**src/hdl/lsgpf_pkg.sv**
```systemverilog
// Package for the laser scan ground point filter.
// Holds widths, register indexes, limits, FSM states, commands and the sine step functions.
package lsgpf_pkg;

  localparam int MaxSamples = 4096;
  localparam int IdxW       = $clog2(MaxSamples);
  localparam int CntW       = 13;
  localparam int RegIdxW    = 3;
  localparam int CfgDataW   = 18;

  localparam logic [RegIdxW-1:0] RegQuatW   = 3'd0;
  localparam logic [RegIdxW-1:0] RegQuatX   = 3'd1;
  localparam logic [RegIdxW-1:0] RegQuatY   = 3'd2;
  localparam logic [RegIdxW-1:0] RegQuatZ   = 3'd3;
  localparam logic [RegIdxW-1:0] RegHeight  = 3'd4;
  localparam logic [RegIdxW-1:0] RegReplace = 3'd5;
  localparam logic [RegIdxW-1:0] RegStart   = 3'd6;
  localparam logic [RegIdxW-1:0] RegStep    = 3'd7;

  localparam logic signed [17:0] HeightMax   = 18'sd131071;
  localparam logic signed [17:0] HeightMin   = -18'sd131072;
  localparam logic signed [17:0] GroundLimit = 18'sd100;
  localparam logic [CntW-1:0]    CountMax    = 13'd8191;

  typedef enum logic [3:0] {
    ST_IDLE, ST_ANGLE, ST_FOLD, ST_POLY, ST_TRIG, ST_XMUL, ST_YMUL, ST_AMUL1, ST_AMUL2,
    ST_BMUL1, ST_BMUL2, ST_ZA, ST_ZB, ST_FINISH, ST_OUT
  } state_e;

  // Commands from controller to datapath.
  typedef struct packed {
    logic load;
    logic angle;
    logic fold;
    logic poly;
    logic trig;
    logic xmul;
    logic ymul;
    logic amul1;
    logic amul2;
    logic bmul1;
    logic bmul2;
    logic za;
    logic zb;
    logic finish;
  } cmd_t;

  // Folds a binary angle onto a quarter turn, 16384 being a quarter turn.
  function automatic logic [14:0] sin_fold(input logic [15:0] ang);
    sin_fold = (ang[14:0] > 15'd16384) ? 15'(16'd32768 - {1'b0, ang[14:0]}) : ang[14:0];
  endfunction

  // Square of the folded angle, scaled back by 2^14.
  function automatic logic [14:0] sin_square(input logic [14:0] z);
    logic [29:0] p;
    p = {15'd0, z} * {15'd0, z};
    sin_square = p[28:14];
  endfunction

  // Inner polynomial term from the scaled square.
  function automatic logic [13:0] sin_poly(input logic [14:0] z2);
    logic [25:0] p1;
    logic [11:0] t1;
    logic [28:0] p2;
    p1 = {11'd0, z2} * 26'd1160;
    t1 = p1[25:14];
    p2 = {14'd0, z2} * 29'(14'd10512 - {2'd0, t1});
    sin_poly = p2[27:14];
  endfunction

  // Q1.14 sine magnitude from the folded angle and the inner term.
  function automatic logic [15:0] sin_mag(input logic [14:0] z, input logic [13:0] t2);
    logic [30:0] p;
    p = {16'd0, z} * 31'(15'd25736 - {1'b0, t2});
    sin_mag = p[29:14];
  endfunction

endpackage

```
**src/hdl/lsgpf_ctrl.sv**
```systemverilog
// Controller state machine of the ground point filter.
// Depends on lsgpf_pkg for state and command types.
module lsgpf_ctrl import lsgpf_pkg::*; (
  input  logic   clk_i,
  input  logic   rst_ni,
  input  logic   in_valid_i,
  input  logic   sample_valid_i,
  input  logic   out_ready_i,
  output logic   in_ready_o,
  output logic   out_valid_o,
  output cmd_t   cmd_o
);

  state_e state_q, state_d;

  // State register.
  always_ff @(posedge clk_i or negedge rst_ni) begin
    if (!rst_ni) state_q <= ST_IDLE;
    else         state_q <= state_d;
  end

  // Next state. Invalid samples skip the arithmetic.
  always_comb begin
    state_d = state_q;
    case (state_q)
      ST_IDLE:   if (in_valid_i) state_d = sample_valid_i ? ST_ANGLE : ST_FINISH;
      ST_ANGLE:  state_d = ST_FOLD;
      ST_FOLD:   state_d = ST_POLY;
      ST_POLY:   state_d = ST_TRIG;
      ST_TRIG:   state_d = ST_XMUL;
      ST_XMUL:   state_d = ST_YMUL;
      ST_YMUL:   state_d = ST_AMUL1;
      ST_AMUL1:  state_d = ST_AMUL2;
      ST_AMUL2:  state_d = ST_BMUL1;
      ST_BMUL1:  state_d = ST_BMUL2;
      ST_BMUL2:  state_d = ST_ZA;
      ST_ZA:     state_d = ST_ZB;
      ST_ZB:     state_d = ST_FINISH;
      ST_FINISH: state_d = ST_OUT;
      ST_OUT:    if (out_ready_i) state_d = ST_IDLE;
      default:   state_d = ST_IDLE;
    endcase
  end

  // Outputs.
  always_comb begin
    cmd_o       = '0;
    in_ready_o  = 1'b0;
    out_valid_o = 1'b0;
    case (state_q)
      ST_IDLE: begin
        in_ready_o = 1'b1;
        cmd_o.load = in_valid_i;
      end
      ST_ANGLE:  cmd_o.angle  = 1'b1;
      ST_FOLD:   cmd_o.fold   = 1'b1;
      ST_POLY:   cmd_o.poly   = 1'b1;
      ST_TRIG:   cmd_o.trig   = 1'b1;
      ST_XMUL:   cmd_o.xmul   = 1'b1;
      ST_YMUL:   cmd_o.ymul   = 1'b1;
      ST_AMUL1:  cmd_o.amul1  = 1'b1;
      ST_AMUL2:  cmd_o.amul2  = 1'b1;
      ST_BMUL1:  cmd_o.bmul1  = 1'b1;
      ST_BMUL2:  cmd_o.bmul2  = 1'b1;
      ST_ZA:     cmd_o.za     = 1'b1;
      ST_ZB:     cmd_o.zb     = 1'b1;
      ST_FINISH: cmd_o.finish = 1'b1;
      ST_OUT:    out_valid_o  = 1'b1;
      default:   cmd_o = '0;
    endcase
  end

endmodule

```
**config.mk**
```make
export PLATFORM = sky130hd
export DESIGN_NAME = lsgpf_ctrl
export DESIGN_NICKNAME = d
export VERILOG_FILES = /design/src/hdl/lsgpf_pkg.sv /design/src/hdl/lsgpf_ctrl.sv
export SDC_FILE = /design/constraint.sdc
export NUM_CORES = 1
export LEC_CHECK = 0
export BUFFER_PORTS_ARGS = -buffer_cell sky130_fd_sc_hd__clkbuf_2
export CORE_AREA = 2 2 39 41
export DETAILED_ROUTE_END_ITERATION = 8
export DIE_AREA = 0 0 41 43
export SYNTH_ARGS = -nofsm -noshare
export SYNTH_HDL_FRONTEND = slang
export SYNTH_SLANG_ARGS = --single-unit
```
**constraint.sdc**
```tcl
create_clock -name clk_i -period 1.15 [get_ports clk_i]
set_input_delay 0.1725 -clock clk_i [delete_from_list [all_inputs] [get_ports clk_i]]
set_output_delay 0.1725 -clock clk_i [all_outputs]
set_load 0.05 [all_outputs]
```
==> metrics.csv <==
metric;value;unit
vias post-DR;479;
worst skew pair latency;0.23;ns
crit end category;primary output;
Rel. slew slack;80.1;%
multiplexer share of the synthesized area;0;%
Reg area;101;sq um
sequential share of the synthesized area;29.1;%
Comb pwr share;85.2;%
Sw Share;53.0;%
Filler Cells Inserted;98;
CP max stage delay;0.40;ns
fmax;647;MHz
flops & latches, synth;4;
io pins;21;
worst hold path class;input port to flop;
CP Buf/Inv Count;1;
Critical Path Source Type;flop;
Synth Area in XOR/XNOR;0;%
WL/cell;17.2;um
Antenna Cells;0;
syn_nets;50;
Largest Register;state_q;
CP max-delay cell;dfrtp_1;
DRT iter0 DRCs;5;
CTS Buf Count;3;
clk_skew;0.00284;ns
RSZ-0062 raised after global routing;true;
crit path cell chain;or2_4 -> nor3_4 -> and2_4 -> clkbuf_16;
1st-pass router iterations;3;
Post-Synth Simple-Gate Area;49.1;%
area grow syn2layout;181;%
core area;0.00138;sq mm
number of global-route vias before repair;524;
total track usage;21.4;%
Synth Instances;45;
total gr overflow;0;
flop-to-flop setup slack;-0.03;ns
CTS tree;built;
Detail Route Antenna Nets;0;
endpoints failing setup;19;
compound-cell area share of the yosys netlist;12.4;%
Top Registers;state_q: 4 flops;
Pwr Density;3430;mW/mm^2
final hold violation count;0;
Tmin final;1.55;ns
Clock Path Buffers;2;
drc violations;0;
status;finished, violations left;
htree depth;1;
Syn. warnings;0;
Post-Syn Area;344;sq um
Sequential Power Share;9.7;%
die area;0.00176;sq mm
internal power;1.56;mW
initial antenna violation count;0;
Finished Layout Cells;98;
crit-path leading delay family;simple AND/OR/NAND/NOR gates;
Power Total;3.31;mW
violated checks;setup timing;
# clock sinks;4;
Via density;4.89;
Initial Util;24.9;%
crit share post-route;134;%
Unique masters post-synth;21;
P_leak;0.402;nW
nets@finish;89;
critical path arrival;1.37;ns
total of max-cap violations;0;
Worst Slack Setup Final;-0.396;ns
Worst-Margin Slew;0.297;ns
Max IR drop VDD;1.57;mV
Clock Tree Root;clkbuf_4;
multi-input logic area;392;sq um
GPL Wtd Cong;0.705;
Core Rows;14;
max reg flops;4;
share of layout cells above drive strength 1;80.5;%
post-synthesis adder-cell area fraction;0;%
first-pass GRT wire length;2.42;mm
Die X-Extent;41;um
hpwl dp;815;um
worst setup path category;flop to primary output;
max-slew violations;0;
PortBufs;20;
crit path max fanout;3;
clock-pin slew on the worst setup and hold paths;0.04;ns
Critical Path RT;0.98;ns
DP Cell Count;87;
Clock Power Share;5.1;%
NetSw;1.76;mW
largest net degree at the start of global routing;9;
Total Wirelength;1.69;mm
largest family of logic cells by synthesized area;simple AND/OR/NAND/NOR gates;
Avg Synthesized Cell Area;7.65;sq um
Die Y;43;um
-- worst reg2reg max path, cell delays in order (launching register included) --
cell and delay, ns:
dfrtp_1 0.40, buf_6 0.14, buf_6 0.13, nor4b_4 0.26, o21bai_1 0.09, o221ai_1 0.07
-- final cells by class --
| cell class | instances | share of cell area, % |
|---|---|---|
| Clock buffer | 3 | 2.33 |
| Tap cell | 16 | 2.07 |
| Sequential cell | 4 | 10.5 |
| Multi-Input combinational cell | 37 | 40.5 |
| Timing Repair Buffer | 38 | 44.6 |
-- metal layers --
metal,track usage (%),up-vias,wire (um)
met1,20.8,237,528
met3,3.14,2,19
met5,0,-,0
met4,10.7,0,30
met2,39.4,9,1110
li1,-,231,-
-- layout by cell type, fill, tap and decap left out --
| master | instances |
|---|---|
| o21bai_1 | 1 |
| nand2b_4 | 3 |
| and2_4 | 1 |
| a311oi_1 | 1 |
| o21ai_0 | 1 |
| clkbuf_16 | 1 |
| or2_4 | 1 |
| buf_8 | 13 |
| clkbuf_2 | 4 |
| nor4b_4 | 1 |
| nor3_2 | 1 |
| or2b_4 | 1 |
| clkbuf_4 | 3 |
| o211ai_1 | 1 |
| nor4_2 | 1 |
| nor2_4 | 10 |
| and3_1 | 1 |
| o221ai_1 | 1 |
| dlygate4sd3_1 | 1 |
| buf_6 | 7 |
| dfrtp_1 | 3 |
| dfrtp_2 | 1 |
| o21ai_1 | 1 |
| clkbuf_8 | 2 |
| buf_4 | 10 |
| nand2_1 | 4 |
| nor2_2 | 1 |
| nand3b_1 | 1 |
| nand2_8 | 1 |
| nor3_4 | 4 |
-- power groups by stage --
stage,combinational [mW],sequential [mW],clock (mW)
2_1_floorplan,1.42,0.270,0
3_3_place_gp,1.78,0.301,0
3_5_place_dp,1.78,0.310,0
4_1_cts,2.45,0.313,0.180
5_1_grt,2.93,0.328,0.188
6_report,2.82,0.321,0.170
-- synthesized netlist by cell type --
cell      count  area share [%]
nor2_1       11              12
nand2_1       5             5.5
dfrtp_1       4              29
nor3_1        4             5.8
buf_2         2             2.9
buf_6         2             6.5
nand2b_1      2             3.6
o21ai_0       2             2.9
a311oi_1      1             2.5
and2_1        1             1.8
and3_1        1             1.8
nand2b_2      1             2.5
nand3b_1      1             2.2
nor3_4        1             4.7
nor4_1        1             1.8
nor4b_1       1             2.5
o211ai_1      1             2.2
o21bai_1      1             2.2
o221ai_1      1             2.5
or2_4         1             2.5
or2b_1        1             2.2
-- worst paths after layout --
path                                          end                    from  depth (start not counted)
max                                     cmd_o[13]  state_q[3]$_DFFE_PN0P_                          4
min                        state_q[3]$_DFFE_PN0P_              in_valid_i                          3
max reg2reg                state_q[2]$_DFFE_PN0P_  state_q[3]$_DFFE_PN0P_                          5
min reg2reg                state_q[0]$_DFFE_PN0P_  state_q[2]$_DFFE_PN0P_                          2
max in group asynchronous  state_q[1]$_DFFE_PN0P_                  rst_ni                          2
min in group asynchronous  state_q[3]$_DFFE_PN0P_                  rst_ni                          2
-- timing repair --
| action | in CTS | in global routing |
|---|---|---|
| gates resized for setup | 53 | 24 |
| buffers inserted | 8 | 3 |
| hold endpoints to repair | 4 | 0 |
| hold buffers | 1 | 0 |
| pin swaps | 6 | 5 |
| endpoints found under the setup margin | 19 | 19 |
-- cell families (layout without fill, tap and decap cells) --
logic type,count (synthesis),after routing
flip-flops,4,4
AND/OR/NAND/NOR,31,31
AO/OA/AOI/OAI,6,6
buffers and inverters,4,41
-- metrics by stage --
stage | TNS, ns | hold slack [ns] | utilization [%] | setup slack, ns | cell area, sq um
2_1_floorplan | -4.02 | -0.123 | - | -0.519 | 433
3_3_place_gp | -2.04 | -0.0171 | 42.6 | -0.203 | 589
3_5_place_dp | -2.39 | -0.0147 | 42.6 | -0.235 | 589
4_1_cts | -4.90 | 0.255 | 64.5 | -0.383 | 892
5_1_grt | -5.76 | 0.284 | 69.9 | -0.423 | 967
6_report | -4.93 | 0.270 | 69.9 | -0.396 | 967
Power figures use the tool's default switching activity.
